===== config.mk =====
export PLATFORM = sky130hd
export DESIGN_NAME = ftfm_cell
export DESIGN_NICKNAME = d
export VERILOG_FILES = /design/src/design/ftfm_pkg.sv /design/src/design/ftfm_cell.sv
export SDC_FILE = /design/constraint.sdc
export NUM_CORES = 1
export LEC_CHECK = 0
export BUFFER_PORTS_ARGS = -buffer_cell sky130_fd_sc_hd__clkbuf_2
export CAP_MARGIN = 10
export CORE_MARGIN = 2
export CORE_UTILIZATION = 50
export CTS_CLUSTER_DIAMETER = 80
export DETAILED_ROUTE_END_ITERATION = 12
export PLACE_DENSITY = 0.95
export SYNTH_ARGS = -nofsm -noshare
export SYNTH_HDL_FRONTEND = slang
export SYNTH_SLANG_ARGS = --single-unit
export TNS_END_PERCENT = 50

===== constraint.sdc =====
create_clock -name clk -period 3.2 [get_ports clk]
set_input_delay 0.16 -clock clk [delete_from_list [all_inputs] [get_ports clk]]
set_output_delay 0.16 -clock clk [all_outputs]
set_load 0.005 [all_outputs]

===== src/design/ftfm_pkg.sv =====
// shared types and constants for the five-tuple first-match filter
// used by ftfm_cell, five_tuple_first_match_filter_core, ftfm_assertions and the testbench
// no dependencies
package ftfm_pkg;

    localparam int MAX_RULES = 64;
    localparam int CNT_W     = $clog2(MAX_RULES + 1);
    localparam int HIDX_W    = 6;

    localparam logic [15:0] ETHTYPE_ARP = 16'h0806;
    localparam logic [15:0] ETHTYPE_STP = 16'h0026;
    localparam logic [7:0]  PROTO_TCP   = 8'd6;
    localparam logic [7:0]  PROTO_UDP   = 8'd17;

    typedef enum logic [1:0] {
        KIND_CLEAR    = 2'd0,
        KIND_APPEND   = 2'd1,
        KIND_CLASSIFY = 2'd2
    } kind_t;

    typedef struct packed {
        logic [7:0]  protocol;
        logic [31:0] src_addr;
        logic [31:0] dst_addr;
        logic [15:0] l4_sport;
        logic [15:0] l4_dport;
    } rule_t;

    typedef struct packed {
        logic  en;
        rule_t rule;
    } rule_wr_t;

    typedef struct packed {
        logic [7:0]  protocol;
        logic [31:0] src_addr;
        logic [31:0] dst_addr;
        logic [15:0] l4_sport;
        logic [15:0] l4_dport;
        logic        use_ports;
    } key_t;

    typedef struct packed {
        logic              valid;
        logic              hit;
        logic [HIDX_W-1:0] idx;
    } tok_t;

endpackage


===== src/design/ftfm_cell.sv =====
// one rule cell of the filter chain: holds a rule and passes the match token on
// depends on ftfm_pkg
module ftfm_cell
    import ftfm_pkg::*;
(
    input  logic              clk,
    input  logic              rst_n,
    input  logic [CNT_W-1:0]  cell_pos,
    input  logic [HIDX_W-1:0] cell_tag,
    input  logic [CNT_W-1:0]  rule_count,
    input  rule_wr_t          wr,
    input  key_t              key,
    input  tok_t              tok_in,
    output tok_t              tok_out
);

    rule_t rule_reg;
    tok_t  tok_reg;
    tok_t  tok_next;
    logic  in_use;
    logic  ok_proto;
    logic  ok_src;
    logic  ok_dst;
    logic  ok_sport;
    logic  ok_dport;
    logic  match;

    assign in_use   = cell_pos < rule_count;
    assign ok_proto = (rule_reg.protocol == '0) || (rule_reg.protocol == key.protocol);
    assign ok_src   = (rule_reg.src_addr == '0) || (rule_reg.src_addr == key.src_addr);
    assign ok_dst   = (rule_reg.dst_addr == '0) || (rule_reg.dst_addr == key.dst_addr);
    assign ok_sport = (rule_reg.l4_sport == '0) || (rule_reg.l4_sport == key.l4_sport);
    assign ok_dport = (rule_reg.l4_dport == '0) || (rule_reg.l4_dport == key.l4_dport);
    assign match    = ok_proto && ok_src && ok_dst
                      && (!key.use_ports || (ok_sport && ok_dport));

    always_comb
    begin
        tok_next = tok_in;
        if (tok_in.valid && !tok_in.hit && in_use && match)
        begin
            tok_next.hit = 1'b1;
            tok_next.idx = cell_tag;
        end
    end

    always_ff @(posedge clk)
    begin
        if (wr.en && (cell_pos == rule_count))
        begin
            rule_reg <= wr.rule;
        end
    end

    always_ff @(posedge clk or negedge rst_n)
    begin
        if (!rst_n)
        begin
            tok_reg <= '0;
        end
        else
        begin
            tok_reg <= tok_next;
        end
    end

    assign tok_out = tok_reg;

endmodule


==> flow_summary.yaml, run 1 <==
critical_path:
  arrival_ps: 3190
  path_max_fanout: 7
  reg2reg_setup_slack_ps: 270
  crit_path_end_kind: "flop"
  worst_ep_required_time_ps: 3460
  crit_path_start_kind: "flop"
  worstSetupPathType: "reg2reg"
  r2r_cells: 7
  r2r_start: "rule_reg[34]$_DFFE_PP_"
  r2r_end: "tok_out[0]$_DFF_PN0_"
clocking:
  clockBufferDepth: 2
  cts_buffers: 9
  cts_tree: "built"
  clk_pin_slew_ps: 100
  cts_sinks: 112
  cts-root-buf: "clkbuf_8"
  clock_latency_ps: 380
  h-tree-depth: 3
final_layout:
  drive_gt1_share_pct: 39.2
  final_nets: 941
  area_delta_synth_final_pct: 55.5
  seqCellArea_mm2: 0.00332
  largest_reg_flops: 104
  finalNonFillerCells: 832
  antenna_cells: 0
  nFillCells: 561
  utilization_pct: 79.5
  multi_input_area_mm2: 0.00162
logic_synthesis:
  avgSynthCellArea_um2: 15.5
  synth_nets: 568
  ys_types: 22
  synth-seq-area-share_pct: 66.8
  netlist_area_mm2: 0.00497
  synth_cells: 321
  ys_ff_latch: 112
  yosysWarnings: 0
timing:
  tns_ps: 0
  fmax_ghz: 0.341
  rsz0062_at_grt: "no"
  post-route-period-util_pct: 91.7
  setup_viol: 0
  relSlewSlack_pct: 68.4
  period_needed_ps: 2930
  drv_slew: 0
  tightest_slew_ps: 469
  hold_violations: 0
  skew_ps: 13.0
floorplanning:
  die_w_um: 104
  core_area_mm2: 0.00973
  die_y_um: 104
  num_io_pins: 248
  num_rows: 36
  start_util_pct: 51.1
  die_area_mm2: 0.0108
detailed_routing:
  first_pass_iters: 4
  antenna_left: 0
  drc: 0
  drt-initial-drc-count: 216
  viasPerCell: 5.22
  routed_wl_um: 16300
  num_vias: 4343
  post_drt_wl_per_cell_um: 19.6
global_routing:
  antenna_found_initial: 0
  grt_pass1_vias: 4938
  overflow: 0
  grt_pass1_wl_um: 25400
  grt_max_degree: 56
  grt.total_usage_pct: 30.8
run:
  drv_cap: 0
hold_path:
  hold_depth: 2
  hold_path_class: "in2reg"
  whs_endpoint: "tok_out[2]$_DFF_PN0_"
  hold_start: "tok_in[2]"
pwr:
  power_leakage_nw: 3.20
  powerDensity_mw_per_mm2: 365
  vdd_drop_max_v: 0.000263
placed_design:
  gp_congestion: 0.885
  dp.cells: 702
  dp.final_hpwl_um: 10200
  port_buffers: 247
status:
  outcome: "finished, final reports clean"
## cells in the mapped netlist
master | n | area [µm²]
o2111ai_1 | 1 | 8.76
inv_1 | 8 | 30.0
nor3b_1 | 1 | 7.51
nor2b_1 | 1 | 6.26
xor2_1 | 64 | 561
o22ai_1 | 3 | 18.8
ha_1 | 7 | 87.6
nor4_2 | 1 | 12.5
dfrtp_1 | 8 | 200
mux2_4 | 6 | 90.1
and4bb_1 | 1 | 12.5
a21o_1 | 1 | 7.51
nor4_1 | 43 | 269
nor2_1 | 1 | 3.75
buf_6 | 1 | 11.3
a21oi_1 | 2 | 10.0
nand2_1 | 3 | 11.3
edfxtp_1 | 104 | 3120
xnor2_1 | 40 | 350
o21ai_0 | 2 | 10.0
nand4_1 | 22 | 138
or2_2 | 1 | 6.26
## worst max-delay path by stage
stage                                      start               endpoint  slack (ps)  depth (start not counted)
after floorplan                    rule_count[4]  rule_reg[0]$_DFFE_PP_         570                          4
after global placement    rule_reg[57]$_DFFE_PP_   tok_out[5]$_DFF_PN0_         830                          6
after detailed placement  rule_reg[57]$_DFFE_PP_   tok_out[4]$_DFF_PN0_         770                          6
after CTS                 rule_reg[57]$_DFFE_PP_   tok_out[0]$_DFF_PN0_         220                          7
after global routing      rule_reg[34]$_DFFE_PP_   tok_out[5]$_DFF_PN0_          60                          7
final                     rule_reg[34]$_DFFE_PP_   tok_out[0]$_DFF_PN0_         270                          7
## worst max-delay path, cell delays in order (launching register included)
cell and delay (ps):
edfxtp_1 450, xor2_1 190, nor4_1 450, nand4_1 160
o22ai_1 240, and4bb_2 450, mux2_4 320, dlygate4sd3_1 560
## kinds of logic (layout without fill, tap and decap cells)
kind of cell    Yosys count  after routing  synth area share [%]
buf+inv                   9            387                 0.830
xor+xnor                104            104                  18.3
compound gates            9              9                  1.11
flops                   112            112                  66.8
mux                       6              6                  1.81
simple gates             74             74                  9.38
fa+ha+maj                 7              7                  1.76
## cell usage in the layout, fill, tap and decap left out, drive strengths merged
master         n
a21o           1
a21oi          2
and4bb         1
buf            2
clkbuf       259
clkinv         3
dfrtp          8
dlygate4sd3  114
edfxtp       104
ha             7
inv            9
mux2           6
nand2          3
nand4         22
nor2           1
nor2b          1
nor3b          1
nor4          44
o2111ai        1
o21ai          2
o22ai          3
or2            1
xnor2         40
xor2          64
## final cells by class
class                      count  area share (%)
clock inverter                 4           0.356
timing repair buffer         363            31.2
clock buffer                  12            2.01
inverter                       8           0.388
sequential                   112            42.9
multi-input combinational    200            20.9
tap                          133            2.15
## power breakdown
| part | internal (W) | total (W) | switching (W) |
|---|---|---|---|
| Clock | 0.000329 | 0.000803 | 0.000475 |
| Combinational | 0.000251 | 0.000398 | 0.000146 |
| Sequential | 0.00161 | 0.00162 | 0.00000920 |
| Total | 0.00219 | 0.00282 | 0.000630 |
## through the flow
stage	setup WS (ps)	area (µm²)	power (W)	hold slack (ps)
floorplan	568	4980	0.00174	-136
global placement	834	6410	0.00191	13.3
detailed placement	769	6410	0.00192	22.8
CTS	224	7740	0.00281	0.156
global route	59.1	7740	0.00292	0.908
finish	266	7740	0.00282	25.9
## timing repair
item,in CTS,in global routing
setup endpoints to repair,0,3
buffers inserted,0,0
endpoints found under the hold margin,118,0
resized for setup,0,1
hold buffers,114,0
## layer usage
metal / up-vias / global-route usage (%) / wire length [µm]
met5: - / 0 / 0
met4: 0 / 12.9 / 514
met3: 42 / 6.29 / 1070
met2: 251 / 60.4 / 9180
met1: 2077 / 31.5 / 5540
li1: 1973 / - / -
No activity file was read; power rests on OpenSTA's default activity.
==> run 2, diff against run 1 <==
--- a/config.mk
+++ b/config.mk
@@ -5,10 +5,11 @@
 export SDC_FILE = /design/constraint.sdc
 export NUM_CORES = 1
 export LEC_CHECK = 0
+export ABC_AREA = 1
 export BUFFER_PORTS_ARGS = -buffer_cell sky130_fd_sc_hd__clkbuf_2
 export CAP_MARGIN = 10
 export CORE_MARGIN = 2
-export CORE_UTILIZATION = 50
+export CORE_UTILIZATION = 51
 export CTS_CLUSTER_DIAMETER = 80
 export DETAILED_ROUTE_END_ITERATION = 12
 export PLACE_DENSITY = 0.95
==> flow_summary.yaml, run 2 <==
status:
  outcome: "finished, final reports clean"
timing:
  skew_ps: 15.4
  hold_violations: 0
  setup_viol: 0
  period_needed_ps: 1960
  rsz0062_at_grt: "no"
  tns_ps: 0
  timing.hold.ws_ps: 24.1
  fmax_ghz: 0.509
  drv_slew: 0
  relSlewSlack_pct: 53.1
  post-route-period-util_pct: 61.3
  tightest_slew_ps: 703
floorplanning:
  core_area_mm2: 0.0107
  die_y_um: 109
  die_w_um: 109
  num_io_pins: 248
  num_rows: 38
  die_area_mm2: 0.0118
  start_util_pct: 51.9
logic_synthesis:
  synth_cells: 580
  yosysTopAreaCellShare_pct: 56.0
  synth.area.top_cells: "edfxtp_1 (56%), nand2_1 (14%), xnor2_1 (8.6%), inv_1 (5.3%), nor2_1 (4.5%)"
  ys.flop_type: "edfxtp_1"
  yosysWarnings: 0
  synth_nets: 827
  netlist_top_cells_count: "nand2_1 (202), edfxtp_1 (104), inv_1 (78), nor2_1 (67), xnor2_1 (55)"
  yosys.cell_count.top_type: "nand2_1"
  synthArstFlopShare_pct: 7.14
  yosys.area.top_type: "edfxtp_1"
  ys_types: 19
  synth-seq-area-share_pct: 59.6
  netlist_area_mm2: 0.00558
  avgSynthCellArea_um2: 9.61
  ys_ff_latch: 112
  synth_edf_count: 104
detailed_routing:
  drt-initial-drc-count: 366
  antenna_left: 0
  drc: 0
  post_drt_wl_per_cell_um: 16.5
  first_pass_iters: 5
  num_vias: 5556
  routed_wl_um: 18100
  viasPerCell: 5.07
clocking:
  cts_tree: "built"
  cts-root-buf: "clkbuf_8"
  clock_latency_ps: 350
  clockBufferDepth: 2
  clk_pin_slew_ps: 110
  cts_buffers: 9
  h-tree-depth: 3
  cts_sinks: 112
  post_cts_resized: 0
  cts_setup_buffers: 0
critical_path:
  path_max_fanout: 7
  crit_path_start_kind: "flop"
  r2r_cells: 8
  worst_ep_required_time_ps: 3440
  crit_path_end_kind: "flop"
  arrival_ps: 2200
  worstSetupPathType: "reg2reg"
pwr:
  switching_share_pct: 23.1
  pwr-share-comb_pct: 15.1
  seqPwrFrac_pct: 55.4
  switchingPower_w: 0.000677
  internal_power_w: 0.00225
  vdd_drop_max_v: 0.000270
  clkPwrFrac_pct: 29.6
  power_leakage_nw: 3.92
  powerDensity_mw_per_mm2: 349
global_routing:
  grt_max_degree: 57
  grt_pass1_wl_um: 26900
  overflow: 0
  grt_pass1_vias: 5898
  antenna_found_initial: 1
  grt.total_usage_pct: 30.2
final_layout:
  final_common_cell: "clkbuf_2"
  drive_gt1_share_pct: 29.5
  final_cell_mix: "clkbuf_2 (247), nand2_1 (202), dlygate4sd3_1 (110), edfxtp_1 (104), inv_1 (74)"
  area_delta_synth_final_pct: 50.5
  final_nets: 1197
  nFillCells: 590
  largest_reg_flops: 104
  seqCellArea_mm2: 0.00332
  multi_input_area_mm2: 0.00200
placed_design:
  dp.final_hpwl_um: 11100
  port_buffers: 247
  gp_congestion: 0.800
hold_path:
  hold_path_class: "in2reg"
  hold_depth: 3
run:
  drv_cap: 0
==> run 2: cell count changes after synthesis, moves of 6 or more <==
cell,before,now
nand2_1,3,202
inv_1,8,78
nor2_1,1,67
xor2_1,64,9
nor4_1,43,14
xnor2_1,40,55
nand4_1,22,11
mux2_4,6,0
nor3_1,0,6
==> run 2: logic make-up after synthesis <==
kind of cell	after synthesis	share of synthesized area, %
XOR/XNOR	64	10.1
AND/OR/NAND/NOR	308	22.4
flip-flops	112	59.6
buffers and inverters	83	5.59
adder cells (fa/ha/maj)	7	1.57
AO/OA/AOI/OAI	6	0.741
==> run 2: per-layer routing <==
layer | routed length, µm | global-route usage [%] | vias to the layer above | share of wire [%]
met1 | 6050 | 29.5 | 2558 | 33
li1 | - | - | 2590 | -
met5 | 0 | 0 | - | 0
met2 | 9780 | 58.5 | 330 | 54
met3 | 1400 | 6.63 | 78 | 7.7
met4 | 874 | 15.4 | 0 | 4.8
==> run 2: power by group through the flow <==
stage | registers (W) | logic, W | clock network [W]
6_report | 0.00162 | 0.000441 | 0.000866
2_1_floorplan | 0.00165 | 0.000115 | 0
3_3_place_gp | 0.00165 | 0.000296 | 0
3_5_place_dp | 0.00165 | 0.000309 | 0
5_1_grt | 0.00162 | 0.000476 | 0.000938
4_1_cts | 0.00162 | 0.000414 | 0.000883
==> run 2: critical path, cell delays in order (launching register included) <==
cell and delay, ps:
edfxtp_1 450, nor4_1 450, nand2_1 120, nor2_1 180, nand2_1 90, nand2_1 250
nand3_4 140, nand2_1 100, nand2_1 50
==> run 2: timing repair <==
| item | 4_1_cts | 5_1_grt |
|---|---|---|
| hold buffers | 106 | 4 |
| hold endpoints to repair | 113 | 4 |
| endpoints found under the setup margin | 0 | 0 |
==> run 2: path summary, 6_finish.rpt <==
kind | from | to | slack (ps)
min in group asynchronous | rst_n | tok_out[7]$_DFF_PN0_ | 180
hold reg to reg | rule_reg[102]$_DFFE_PP_ | tok_out[5]$_DFF_PN0_ | 860
setup reg to reg | rule_reg[92]$_DFFE_PP_ | tok_out[2]$_DFF_PN0_ | 1240
max in group asynchronous | rst_n | tok_out[2]$_DFF_PN0_ | 2840
hold / removal | tok_in[0] | tok_out[0]$_DFF_PN0_ | 20
setup / recovery | rule_reg[92]$_DFFE_PP_ | tok_out[2]$_DFF_PN0_ | 1240
==> run 2: area by class of cell <==
class,instances,area share [%]
flip-flops and latches,112,39.6
repair buffers,359,28.0
multi-input cells,385,23.9
inverters,83,3.95
well taps,140,2.09
clock buffers,10,1.52
clock inverters,6,0.924
diodes,1,0.0298
==> run 2: through the flow <==
stage	cells	util [%]	setup WS, ps	total power (W)	area (µm²)
after floorplan	580	-	-353	0.00177	5660
after global placement	969	65.9	1230	0.00195	7080
after detailed placement	969	65.9	1180	0.00196	7080
after CTS	1091	77.7	1420	0.00292	8350
after global routing	1096	78.1	1110	0.00304	8390
final	1096	78.1	1240	0.00293	8390
==> run 3, diff against run 2 <==
--- a/config.mk
+++ b/config.mk
@@ -9,10 +9,10 @@
 export BUFFER_PORTS_ARGS = -buffer_cell sky130_fd_sc_hd__clkbuf_2
 export CAP_MARGIN = 10
 export CORE_MARGIN = 2
-export CORE_UTILIZATION = 51
+export CORE_UTILIZATION = 43
 export CTS_CLUSTER_DIAMETER = 80
 export DETAILED_ROUTE_END_ITERATION = 12
-export PLACE_DENSITY = 0.95
+export PLACE_DENSITY = 0.87
 export SYNTH_ARGS = -nofsm -noshare
 export SYNTH_HDL_FRONTEND = slang
 export SYNTH_SLANG_ARGS = --single-unit
==> constraint.sdc (replaced) <==
create_clock -name clk -period 1.8 [get_ports clk]
set_input_delay 0.09 -clock clk [delete_from_list [all_inputs] [get_ports clk]]
set_output_delay 0.09 -clock clk [all_outputs]
set_load 0.005 [all_outputs]
==> flow_summary.yaml, run 3 (same netlist as run 2, synthesis figures left out) <==
critical_path:
  reg2reg_setup_slack_ps: 80
  cpMaxStageDelayCell: "edfxtp_1"
  worstSetupPathType: "reg2reg"
  crit_path_end_kind: "flop"
  path_buf_inv: 0
  r2r_cells: 8
  cp_top_family: "simple AND/OR/NAND/NOR gates"
  crit_path_start_kind: "flop"
  crit_cells: 8
  path_max_fanout: 7
  r2r_end: "tok_out[5]$_DFF_PN0_"
  timing.critical_path.mode_cell: "nand2_2"
  r2r_start: "rule_reg[77]$_DFFE_PP_"
  worst_ep_required_time_ps: 2040
  cp_cell_sequence: "nor4_1, nand2_1, nor2_1, nand2_1, nand2_2, nand3_4, nand2_2, nand2_2"
  slowest_delay_ps: 460
  arrival_ps: 1960
timing:
  drv_slew: 0
  skew_ps: 7.95
  fmax_ghz: 0.581
  tightest_slew_ps: 356
  post-route-period-util_pct: 95.6
  timing.hold.ws_ps: 118
  relSlewSlack_pct: 76.0
  setup_viol: 0
  period_needed_ps: 1720
  rsz0062_at_grt: "yes"
  hold_violations: 0
hold_path:
  whs_endpoint: "tok_out[3]$_DFF_PN0_"
  hold_start: "key[0]"
  hold_path_class: "in2reg"
  hold_depth: 4
placed_design:
  gp_congestion: 0.909
  dp.final_hpwl_um: 11600
  port_buffers: 247
  placed_area_mm2: 0.00716
detailed_routing:
  viasPerCell: 4.70
  drt-initial-drc-count: 342
  num_vias: 5340
  drc: 0
  post_drt_wl_per_cell_um: 15.4
  first_pass_iters: 4
  antenna_left: 0
  routed_wl_um: 17500
floorplanning:
  die_w_um: 118
  die_y_um: 118
  core_area_mm2: 0.0126
  start_util_pct: 44.2
  num_io_pins: 248
  num_rows: 41
  die_area_mm2: 0.0139
pwr:
  powerDensity_mw_per_mm2: 656
  vdd_drop_max_v: 0.000606
  power_leakage_nw: 4.01
clocking:
  clk_pin_slew_ps: 70
  clockBufferDepth: 2
  cts-root-buf: "clkbuf_16"
  cts_sinks: 112
  h-tree-depth: 3
  cts_buffers: 9
  cts_tree: "built"
  clock_latency_ps: 350
global_routing:
  grt.total_usage_pct: 25.5
  grt_pass1_vias: 5774
  antenna_found_initial: 0
  grt_max_degree: 53
  overflow: 0
  grt_pass1_wl_um: 27300
status:
  outcome: "finished, final reports clean"
final_layout:
  utilization_pct: 68.7
  largest_reg_flops: 104
  area_delta_synth_final_pct: 55.5
  drive_gt1_share_pct: 30.3
  final_common_cell: "clkbuf_2"
  final_nets: 1207
  antenna_cells: 0
  stdcell_area_mm2: 0.00867
  nFillCells: 862
  final_cell_mix: "clkbuf_2 (247), nand2_1 (198), dlygate4sd3_1 (119), edfxtp_1 (104), inv_1 (73)"
run:
  drv_cap: 0
[run 3: cell types whose count changed in the layout (fill, tap and decap cells not counted), sizes merged]
cell and delta:
clkbuf -1, diode -1, buf +1, inv -1, clkinvlp +2, dlygate4sd3 +9
[run 3: worst min-delay path, delay by kind of cell]
family / cells / cell delay [ps]
simple gates: 3 / 240
buf+inv: 1 / 110
[run 3: layer usage]
| layer | wire length (µm) | track usage [%] | share of wire (%) |
|---|---|---|---|
| met1 | 6070 | 25.6 | 35 |
| met2 | 9260 | 47.9 | 53 |
| met3 | 1390 | 7.22 | 8.0 |
| met4 | 726 | 12.4 | 4.2 |
| met5 | 0 | 0 | 0 |
[run 3: where the power goes]
part           switching, W  total, W  internal, W
registers         0.0000148   0.00288      0.00287
clock network      0.000936   0.00202      0.00108
logic              0.000312  0.000790     0.000478
[run 3: final cells by class]
cell class	count	area [µm²]	area share [%]
Clock buffer	9	225	2.60
Tap cell	172	215	2.48
Timing Repair Buffer	369	2480	28.6
Clock inverter	7	71.3	0.822
Sequential cell	112	3320	38.3
Inverter	83	332	3.82
Multi-Input combinational cell	385	2030	23.4
[run 3: stage by stage]
step                      setup WS (ps)  std cells  power, W  setup TNS [ps]
after global placement              125       1002   0.00347               0
after CTS                          61.6       1137   0.00568               0
after floorplan                   -1680        580   0.00314         -175020
after global routing              -41.2       1137   0.00588            -187
after detailed placement           75.3       1002   0.00349               0
final                              79.4       1137   0.00569               0
[run 3: worst max path at each step]
stage	from	end	slack [ps]
after floorplan	rule_count[4]	rule_reg[0]$_DFFE_PP_	-1680
after global placement	rule_count[4]	rule_reg[14]$_DFFE_PP_	120
after detailed placement	rule_reg[78]$_DFFE_PP_	tok_out[5]$_DFF_PN0_	80
after CTS	rule_reg[78]$_DFFE_PP_	tok_out[5]$_DFF_PN0_	60
after global routing	rule_reg[45]$_DFFE_PP_	tok_out[4]$_DFF_PN0_	-40
final	rule_reg[77]$_DFFE_PP_	tok_out[5]$_DFF_PN0_	80
[run 3: what timing repair did]
item	CTS	global route
setup endpoints to repair	0	7
hold buffers	119	0
gates resized for setup	0	10
endpoints found under the hold margin	120	0
setup buffers	0	0
